**src/rtl/grbq_pkg.sv**
```systemverilog
// package for the generation ring broadcast queue: constants and helpers
package grbq_pkg;

    localparam int MAX_DEPTH_DEF     = 16;
    localparam int MESSAGE_WIDTH_DEF = 64;

    localparam int GEN_W   = 32;
    localparam int REQ_W   = 5;
    localparam int LOG_W   = 4;

    localparam logic CMD_PUBLISH = 1'b0;
    localparam logic CMD_READ    = 1'b1;

    localparam logic [REQ_W-1:0] REQ_DEPTH_RESET = 5'd1;

    // log2 of the largest power of two not above max_depth
    function automatic int cap_log(input int max_depth);
        int lg;
        lg = 0;
        while ((2 << lg) <= max_depth) begin
            lg = lg + 1;
        end
        return lg;
    endfunction

    // log2 of the requested depth rounded up to a power of two, 0 and 1 give 0
    function automatic logic [LOG_W-1:0] req_log(input logic [REQ_W-1:0] req);
        logic [LOG_W-1:0] lg;
        lg = '0;
        for (int i = 0; i < REQ_W; i++) begin
            if ((32'd1 << i) < 32'(req)) begin
                lg = LOG_W'(i + 1);
            end
        end
        return lg;
    endfunction

endpackage

```
**src/rtl/grbq_ram.sv**
```systemverilog
// generic single-port-write, single-port-read ram with registered read
module grbq_ram #(
    parameter int WIDTH = 64,
    parameter int DEPTH = 16
) (
    input  logic                                  clk,
    input  logic                                  wr_en,
    input  logic [(DEPTH > 1 ? $clog2(DEPTH) : 1)-1:0] wr_addr,
    input  logic [WIDTH-1:0]                      wr_data,
    input  logic                                  rd_en,
    input  logic [(DEPTH > 1 ? $clog2(DEPTH) : 1)-1:0] rd_addr,
    output logic [WIDTH-1:0]                      rd_data
);

    logic [WIDTH-1:0] mem [DEPTH];

    always_ff @(posedge clk) begin
        if (wr_en) begin
            mem[wr_addr] <= wr_data;
        end
    end

    always_ff @(posedge clk) begin
        if (rd_en) begin
            rd_data <= mem[rd_addr];
        end
    end

endmodule

```
**src/rtl/generation_ring_broadcast_queue_unit.sv**
```systemverilog
// generation ring broadcast queue: top level with input, ram and result stages
// path: each input transfer is registered in the input, middle and result stages in turn
// throughput: one item per cycle unless stalled; each item needs one ring ram access
// reset: synchronous active-low aresetn clears valids, write generation,
// written-slot count, active flag and sets the requested depth to 1; no clearing pass
module generation_ring_broadcast_queue_unit
    #(
    parameter int MAX_DEPTH     = grbq_pkg::MAX_DEPTH_DEF,
    parameter int MESSAGE_WIDTH = grbq_pkg::MESSAGE_WIDTH_DEF
) (
    input  logic                           aclk,
    input  logic                           aresetn,
    input  logic                           cfg_wr_en,
    input  logic [grbq_pkg::REQ_W-1:0]     cfg_wr_data,
    input  logic                           s_valid,
    output logic                           s_ready,
    input  logic                           s_command,
    input  logic [MESSAGE_WIDTH-1:0]       s_message_in,
    input  logic [grbq_pkg::GEN_W-1:0]     s_reader_generation,
    output logic                           m_valid,
    input  logic                           m_ready,
    output logic                           m_ok,
    output logic [MESSAGE_WIDTH-1:0]       m_message_out,
    output logic [grbq_pkg::GEN_W-1:0]     m_next_generation,
    output logic [grbq_pkg::GEN_W-1:0]     m_pending_updates,
    output logic [grbq_pkg::GEN_W-1:0]     m_start_generation
);

    import grbq_pkg::*;

    localparam int CAP_LOG = cap_log(MAX_DEPTH);
    localparam int CAP     = 1 << CAP_LOG;
    localparam int ADDR_W  = CAP > 1 ? $clog2(CAP) : 1;
    localparam int CNT_W   = $clog2(MAX_DEPTH + 1);

    logic                   en;

    logic [REQ_W-1:0]       req_depth_reg;

    logic                   in_valid_reg;
    logic                   in_cmd_reg;
    logic [MESSAGE_WIDTH-1:0] in_msg_reg;
    logic [GEN_W-1:0]       in_gen_reg;

    logic [GEN_W-1:0]       wgen_reg, wgen_next;
    logic [CNT_W-1:0]       count_reg, count_next;
    logic                   active_reg, active_next;

    logic                   mid_valid_reg;
    logic                   mid_use_ram_reg, mid_use_ram_next;
    logic                   mid_ok_reg, mid_ok_next;
    logic [GEN_W-1:0]       mid_next_gen_reg, mid_next_gen_next;
    logic [GEN_W-1:0]       mid_pending_reg, mid_pending_next;
    logic [GEN_W-1:0]       mid_start_reg, mid_start_next;

    logic                   out_valid_reg;
    logic                   out_ok_reg;
    logic [MESSAGE_WIDTH-1:0] out_msg_reg;
    logic [GEN_W-1:0]       out_next_gen_reg;
    logic [GEN_W-1:0]       out_pending_reg;
    logic [GEN_W-1:0]       out_start_reg;

    logic [LOG_W-1:0]       depth_log;
    logic [CNT_W-1:0]       depth;
    logic [GEN_W-1:0]       mask32;
    logic [GEN_W-1:0]       depth32;
    logic [ADDR_W-1:0]      wr_slot;
    logic [ADDR_W-1:0]      rd_slot;
    logic [GEN_W-1:0]       lag;
    logic [GEN_W-1:0]       adj_gen;
    logic                   hit;
    logic                   publish;
    logic [MESSAGE_WIDTH-1:0] ram_rd_data;

    assign en      = !out_valid_reg || m_ready;
    assign s_ready = en;
    assign publish = en && in_valid_reg && (in_cmd_reg == CMD_PUBLISH);

    // depth rounding and capping
    always_comb begin
        depth_log = req_log(req_depth_reg);
        if (32'(depth_log) > CAP_LOG) begin
            depth_log = LOG_W'(CAP_LOG);
        end
        depth   = CNT_W'(1) << depth_log;
        depth32 = GEN_W'(depth);
        mask32  = depth32 - GEN_W'(1);
    end

    // slot selection and reader adjustment
    always_comb begin
        wr_slot = ADDR_W'(wgen_reg & mask32);
        lag     = wgen_reg - in_gen_reg;
        priority if (lag == '0) begin
            adj_gen = wgen_reg - GEN_W'(1);
        end else if (lag > depth32) begin
            adj_gen = wgen_reg - depth32;
        end else begin
            adj_gen = in_gen_reg;
        end
        rd_slot = ADDR_W'(adj_gen & mask32);
        hit     = active_reg && (CNT_W'(rd_slot) < count_reg);
    end

    // state update and stage results
    always_comb begin
        wgen_next         = wgen_reg;
        count_next        = count_reg;
        active_next       = active_reg;
        mid_use_ram_next  = 1'b0;
        mid_ok_next       = 1'b0;
        mid_next_gen_next = in_gen_reg;
        if (in_cmd_reg == CMD_PUBLISH) begin
            wgen_next         = wgen_reg + GEN_W'(1);
            active_next       = 1'b1;
            if ((CNT_W'(wr_slot) >= count_reg) && (count_reg < depth)) begin
                count_next = count_reg + CNT_W'(1);
            end
            mid_ok_next       = 1'b1;
            mid_next_gen_next = wgen_next;
        end else if (active_reg) begin
            mid_ok_next       = hit;
            mid_use_ram_next  = hit;
            mid_next_gen_next = hit ? adj_gen + GEN_W'(1) : adj_gen;
        end
        mid_pending_next = wgen_next - in_gen_reg;
        mid_start_next   = wgen_next - GEN_W'(active_next);
    end

    grbq_ram #(
        .WIDTH (MESSAGE_WIDTH),
        .DEPTH (CAP)
    ) u_ram (
        .clk     (aclk),
        .wr_en   (publish),
        .wr_addr (wr_slot),
        .wr_data (in_msg_reg),
        .rd_en   (en),
        .rd_addr (rd_slot),
        .rd_data (ram_rd_data)
    );

    always_ff @(posedge aclk) begin
        if (!aresetn) begin
            req_depth_reg <= REQ_DEPTH_RESET;
            in_valid_reg  <= 1'b0;
            mid_valid_reg <= 1'b0;
            out_valid_reg <= 1'b0;
            wgen_reg      <= '0;
            count_reg     <= '0;
            active_reg    <= 1'b0;
        end else begin
            if (cfg_wr_en) begin
                req_depth_reg <= cfg_wr_data;
            end
            if (en) begin
                in_valid_reg  <= s_valid;
                mid_valid_reg <= in_valid_reg;
                out_valid_reg <= mid_valid_reg;
            end
            if (publish) begin
                wgen_reg   <= wgen_next;
                count_reg  <= count_next;
                active_reg <= active_next;
            end
        end
    end

    always_ff @(posedge aclk) begin
        if (en) begin
            in_cmd_reg       <= s_command;
            in_msg_reg       <= s_message_in;
            in_gen_reg       <= s_reader_generation;
            mid_use_ram_reg  <= mid_use_ram_next;
            mid_ok_reg       <= mid_ok_next;
            mid_next_gen_reg <= mid_next_gen_next;
            mid_pending_reg  <= mid_pending_next;
            mid_start_reg    <= mid_start_next;
            out_ok_reg       <= mid_ok_reg;
            out_msg_reg      <= mid_use_ram_reg ? ram_rd_data : '0;
            out_next_gen_reg <= mid_next_gen_reg;
            out_pending_reg  <= mid_pending_reg;
            out_start_reg    <= mid_start_reg;
        end
    end

    assign m_valid            = out_valid_reg;
    assign m_ok               = out_ok_reg;
    assign m_message_out      = out_msg_reg;
    assign m_next_generation  = out_next_gen_reg;
    assign m_pending_updates  = out_pending_reg;
    assign m_start_generation = out_start_reg;

endmodule

```
**config.mk**
```make
export PLATFORM = sky130hd
export DESIGN_NAME = generation_ring_broadcast_queue_unit
export DESIGN_NICKNAME = d
export VERILOG_FILES = /design/src/rtl/grbq_pkg.sv /design/src/rtl/grbq_ram.sv /design/src/rtl/generation_ring_broadcast_queue_unit.sv
export SDC_FILE = /design/constraint.sdc
export NUM_CORES = 2
export LEC_CHECK = 0
export ABC_AREA = 1
export BUFFER_PORTS_ARGS = -buffer_cell sky130_fd_sc_hd__buf_2
export CAP_MARGIN = 40
export CORE_UTILIZATION = 65
export DETAILED_ROUTE_END_ITERATION = 8
export GPL_TIMING_DRIVEN = 0
export PLACE_DENSITY = 0.83
export RECOVER_POWER = 25
export SLEW_MARGIN = 20
export SYNTH_ARGS = -nofsm -noshare
export SYNTH_HDL_FRONTEND = slang
export SYNTH_SLANG_ARGS = --single-unit
```
**constraint.sdc**
```tcl
create_clock -name aclk -period 49.1 [get_ports aclk]
set_input_delay 14.73 -clock aclk [delete_from_list [all_inputs] [get_ports aclk]]
set_output_delay 14.73 -clock aclk [all_outputs]
set_load 0.1 [all_outputs]
```
# Word-level counts from Yosys, hierarchy flattened

Memories as Yosys holds them, arrays and structs flattened. A register that Yosys moved wholly into a read port is not among the register bits.
Index checks and enable logic that the tools add are counted.

Memory bits (writable): 1024
Flip-flop bits (word level): 402
Memories kept: 1
Output and inout bits: 163

Memory list:

| name      | depth | bits a word | rd ports | clocked after Yosys merged registers in | write ports | RTL line       | text |
|---|---|---|---|---|---|---|---|
| u_ram.mem | 16    | 64          | 1        | 1                                       | 1           | grbq_ram.sv:15 | `logic [WIDTH-1:0] mem [DEPTH];` |

Shift operators: 1
Bitwise operators: 3
Multiplexer cells: 16
$add $sub $neg: 9
Order comparisons: 10
Reductions and logical operators: 8

Operator list:

| kind                                                          | number |
|---|---|
| 2-to-1 mux 32 bit                                             | 6 |
| adder 32 x 1 -> 32 bit, second input constant                 | 2 |
| subtractor 32 bit                                             | 2 |
| greater-than comparator 32 x 5 -> 1 bit                       | 1 |
| zero test 32 bit                                              | 1 |
| subtractor 32 x 1 -> 32 bit                                   | 1 |
| subtractor 32 x 1 -> 32 bit, second input constant            | 1 |
| subtractor 32 x 5 -> 32 bit                                   | 1 |
| 2-to-1 mux 4 bit                                              | 5 |
| bitwise AND 4 bit                                             | 2 |
| adder 5 x 1 -> 5 bit, second input constant                   | 1 |
| greater-or-equal comparator 4 x 5 -> 1 bit                    | 1 |
| less-than comparator 1 x 5 -> 1 bit, first input constant     | 1 |
| less-than comparator 2 x 5 -> 1 bit, first input constant     | 1 |
| less-than comparator 3 x 5 -> 1 bit, first input constant     | 1 |
| less-than comparator 4 x 5 -> 1 bit                           | 1 |
| less-than comparator 4 x 5 -> 1 bit, first input constant     | 1 |
| less-than comparator 5 bit                                    | 1 |
| less-than comparator 5 bit, first input constant              | 1 |
| 2-to-1 mux 1 bit                                              | 5 |
| left shift 1 x 4 -> 5 bit, first input constant               | 1 |
| greater-than comparator 4 x 3 -> 1 bit, second input constant | 1 |
| logical AND 1 bit                                             | 4 |
| subtractor 4 x 1 -> 4 bit, second input constant              | 1 |
| other kinds (4)                                               | 4 |

# Depth between registers and ports, before layout

Word-level depth: 18
Gate-level depth with buffers: 39
Gate-level depth less buffers: 35

# Hierarchy

A second synthesis with hierarchy kept.

Cells, all modules: 6870
Area total of the unflattened synthesis: 69078.8 µm²

Modules (own cells, without submodules):

| module                               | sequential area each (µm²) | area an instance (µm²) | times used | cells an instance |
|---|---|---|---|---|
| grbq_ram                             | 32671.3                    | 45927.8                | 1          | 4212 |
| generation_ring_broadcast_queue_unit | 11611.1                    | 23151.0                | 1          | 2658 |

# Worst setup path before layout

Ideal clock, no wire load.

Kind: in2out
From: input port m_ready
To: output port s_ready
Arrival time: 23486 ps
Cell stages on the path: 2
Slack: 10884 ps
Path buffers: 0
Cells stage by stage: nor2_1 > inv_1

Longest elaborated chain between the ends: 1

Ends and longest elaborated chain:

| what               | RTL line                                   | text |
|---|---|---|
| start: declaration | generation_ring_broadcast_queue_unit.sv:21 | `input logic m_ready,` |
| logical OR 1 bit   | generation_ring_broadcast_queue_unit.sv:75 | `assign en = !out_valid_reg \|\| m_ready;` |
| end: declaration   | generation_ring_broadcast_queue_unit.sv:16 | `output logic s_ready,` |

No other way between the ends.

# Final worst setup path

Same ends and word-level chain as after synthesis.

==> run summary <==
After detailed routing, the number of vias per cell comes to 6.416. The library cells used most frequently in the layout, excluding fill and tap cells, are sky130_fd_sc_hd__edfxtp_1, sky130_fd_sc_hd__nand2_1, sky130_fd_sc_hd__inv_1. In this design, the critical path's most frequently occurring cell is sky130_fd_sc_hd__buf_2. Number of enable flip-flop cells after synthesis: 1,444. After detailed placement, the design holds a cell count of 7,829. The wire-length estimate of the detail-placed layout is 151,100 µm. Between clock sinks in the finished design, the worst skew comes to 0.05222 ns. The tools report the required time at the endpoint of the critical path as 34.37 ns. The count of nets left with antenna violations after detail routing came out at 0. Number of library cell types mapped by synthesis: 58.

Summed over all failing endpoints, the final setup total negative slack is 0 ns. Maximum fanout along the worst path: 101. The starting density of the core was 0.6572. In the routed design, unresolved DRC markers number 46.

Entering global routing, the biggest net connects 118 pins. The flow ran to the end, but the final reports show violations. In the synthesized netlist the dominant register cell turns out to be sky130_fd_sc_hd__edfxtp_1.

The most common cell after layout, fill and taps aside was sky130_fd_sc_hd__edfxtp_1. In the synthesized netlist, the number of instances is 6,128. The run gives 0 as the post-cts gate resize count. In this run the mean area of a mapped cell was 10.93 µm². The global-route usage over all layers is 0.4165, and the reported max-cap violation count is 0. In this run the tool buffered the top-level ports with 269 buffer cells. For the TritonCTS sink count, the log shows 1,490.

Type of the tightest min-delay check: reg -> reg. The share of the cycle needed by the critical path after routing was 0.6355; the static leakage was 31.18 nW. Setup repair after global routing left no endpoint under its margin.

The critical path's slowest cell was sky130_fd_sc_hd__nor2_1. The master cell of the clock root buffer was sky130_fd_sc_hd__clkbuf_16. The core region area was 101,900 µm²; the clock transition time at the flip-flop clock pins of the worst setup and hold paths was 0.06 ns. VDD sags by at most 38.34 µV.

The routed design has 219,600 µm of wire. The fraction of the yosys area taken by sequential cells was 0.6613. The synthesis-to-finish area growth was 13.89%. The first global-routing pass estimated 313,300 µm of wire. The worst setup path is captured at an output port. The number of hold buffers added after CTS was 0. The first detailed-routing pass ran for 9 iterations. The filler cells instantiated in the layout total 6,278. The post-route worst hold slack was 0.4016 ns. The async set-or-reset flop fraction in the synthesized netlist is 0. The worst setup path is of the in -> out kind. The die outline width is 323.0 µm. The final max-slew violation count is 0. Yosys printed 0 warnings. The logs give 104,300 µm² for the die footprint and 3 for the number of buffers on the longest clock path.

The run gives 144 as the total clock buffers created by CTS. TritonCTS built the clock tree. For the worst relative slew slack, the log shows 0.3368. The maximum clock frequency was 0.03205 GHz. The average wire per cell in the routed design was 27.11 µm; the violation count after the first detailed-routing iteration was 7,873. The H-tree generated during clock tree synthesis spans 4 levels. The run gives 8 as the number of antenna violations at the first check in global routing. The tools report the placement row count as 117.

The number of nets in the synthesized netlist is 6,329. Measured along the y axis, the die boundary spans 323.0 µm. The critical path goes through buf_2, nor2_1, inv_8, buf_16, buf_2. The I/O pin count is 270. The clock reaches the later pin of the worst-skew pair after 0.78 ns. Overall via count from detail_route: 51.97k. The largest single stage delay on the critical path is 0.46 ns. The checks that failed: DRC. The number of setup buffers added after CTS is 0. At the pin with the least slew margin, the transition time is 0.9948 ns.

The flip-flop and latch count after synthesis is 1,490, and the filler-free cell count of the finished design is 8,100. The critical path startpoint category is an input pin. The net count reported at finish was 6,812; the arrival time at the worst endpoint was 16.47 ns. The post-synthesis instance area was 66,960 µm²; the via count of the first global-routing pass was 51.14k. u_ram.mem holds more flip-flops than any other register. The total overflow left after global routing is 0.

The final count of hold timing violations is 0, and the number of failing setup endpoints in the final timing report is 0. The fraction of final layout cells with drive strength greater than 1 works out to 0.1220. The post-layout minimum cycle time is 31.20 ns, and the flip-flop count of the largest register, all copies and words added is 1,024. Power spread over the standard cell area amounts to 44.06 nW/µm². Routability-driven placement finished with a final weighted congestion of 0.9788.
==> kinds of logic after synthesis <==
group	after synthesis	synth area share
AOI/OAI and AO/OA	1183	0.1007
xor gates and xnor gates	140	0.01842
adders and majority gates	94	0.01790
buffers and inverters	1090	0.06579
DFF	1490	0.6613
and+or+nand+nor	2131	0.1358
==> Yosys cell counts (7+ instances only) <==
cell type                  number  share of area
sky130_fd_sc_hd__buf_2        130         0.0097
sky130_fd_sc_hd__a21oi_1      303          0.023
sky130_fd_sc_hd__buf_6         12         0.0020
sky130_fd_sc_hd__dfxtp_1       46          0.014
sky130_fd_sc_hd__ha_1          91          0.017
sky130_fd_sc_hd__or2_1          7        0.00065
sky130_fd_sc_hd__nor2_4         7         0.0012
sky130_fd_sc_hd__o221ai_1     130          0.017
sky130_fd_sc_hd__o21ai_1       77         0.0058
sky130_fd_sc_hd__inv_1        765          0.043
sky130_fd_sc_hd__edfxtp_1    1444           0.65
sky130_fd_sc_hd__nand2_2       29         0.0027
sky130_fd_sc_hd__o21ai_0      540          0.040
sky130_fd_sc_hd__nor2_2        27         0.0025
sky130_fd_sc_hd__buf_4         16         0.0018
sky130_fd_sc_hd__xor2_1       121          0.016
sky130_fd_sc_hd__clkbuf_1     133         0.0075
sky130_fd_sc_hd__nand2_1     1316          0.074
sky130_fd_sc_hd__buf_1          8        0.00045
sky130_fd_sc_hd__nand3b_1       8        0.00090
sky130_fd_sc_hd__o211ai_1      95          0.011
sky130_fd_sc_hd__nand3_1      323          0.024
sky130_fd_sc_hd__nor2_1       258          0.014
sky130_fd_sc_hd__nor3_1        31         0.0023
sky130_fd_sc_hd__xnor2_1       18         0.0024
sky130_fd_sc_hd__inv_2         20         0.0011
sky130_fd_sc_hd__nand4_1       85         0.0079
==> cell type report <==
| type | instances | area (µm²) | area share |
|---|---|---|---|
| antenna | 2 | 5.005 | 0.00006563 |
| multi-input combinational | 3548 | 18400 | 0.2412 |
| sequential | 1490 | 44280 | 0.5807 |
| clock buffer | 182 | 3852 | 0.05052 |
| tap | 1368 | 1712 | 0.02245 |
| inverter | 790 | 2973 | 0.03898 |
| buffer | 300 | 1441 | 0.01890 |
| timing repair buffer | 337 | 2791 | 0.03661 |
| clock inverter | 83 | 804.5 | 0.01055 |
==> path summary, 6_finish.rpt <==
check | cells past startpoint | to | startpoint | slack, ns
min reg2reg | 0 | m_start_generation[12] | mid_start_reg[12] | 0.40
max reg2reg | 32 | mid_next_gen_reg[10] | req_depth_reg[4] | 40.75
min | 0 | m_start_generation[12] | mid_start_reg[12] | 0.40
max | 5 | s_ready | m_ready | 17.90
==> worst max-delay path, delay by kind of cell <==
kind | cells | cell delay, ns
buf+inv | 4 | 1.06
simple gates | 1 | 0.46
==> layer usage <==
layer,global-route usage,vias up,routed length (µm),part of all wire
li1,-,22200,-,-
met1,0.4596,23950,68960,0.31
met2,0.7005,4558,105900,0.48
met3,0.09454,1253,25370,0.12
met4,0.3217,8,19310,0.088
met5,0,-,54,0.00025
==> metrics by stage <==
| stage | instance area, µm² | utilization | power [mW] | setup slack (ns) |
|---|---|---|---|---|
| 5_1_grt | 76260 | 0.7484 | 3.432 | 17.91 |
| 3_5_place_dp | 71530 | 0.7021 | 2.241 | 18.00 |
| 6_report | 76260 | 0.7485 | 3.360 | 17.90 |
| 4_1_cts | 76190 | 0.7478 | 3.325 | 18.02 |
| 2_1_floorplan | 66960 | - | 2.001 | 10.88 |
| 3_3_place_gp | 70020 | 0.6872 | 2.220 | 6.569 |
==> where the power goes <==
group / switching (mW) / total [mW] / leakage, nW / internal, mW
logic: 0.573 / 0.728 / 14.7 / 0.155
clock network: 0.490 / 1.10 / 2.26 / 0.615
registers: 0.0409 / 1.53 / 14.2 / 1.49
No activity file was read; power rests on OpenSTA's default activity.
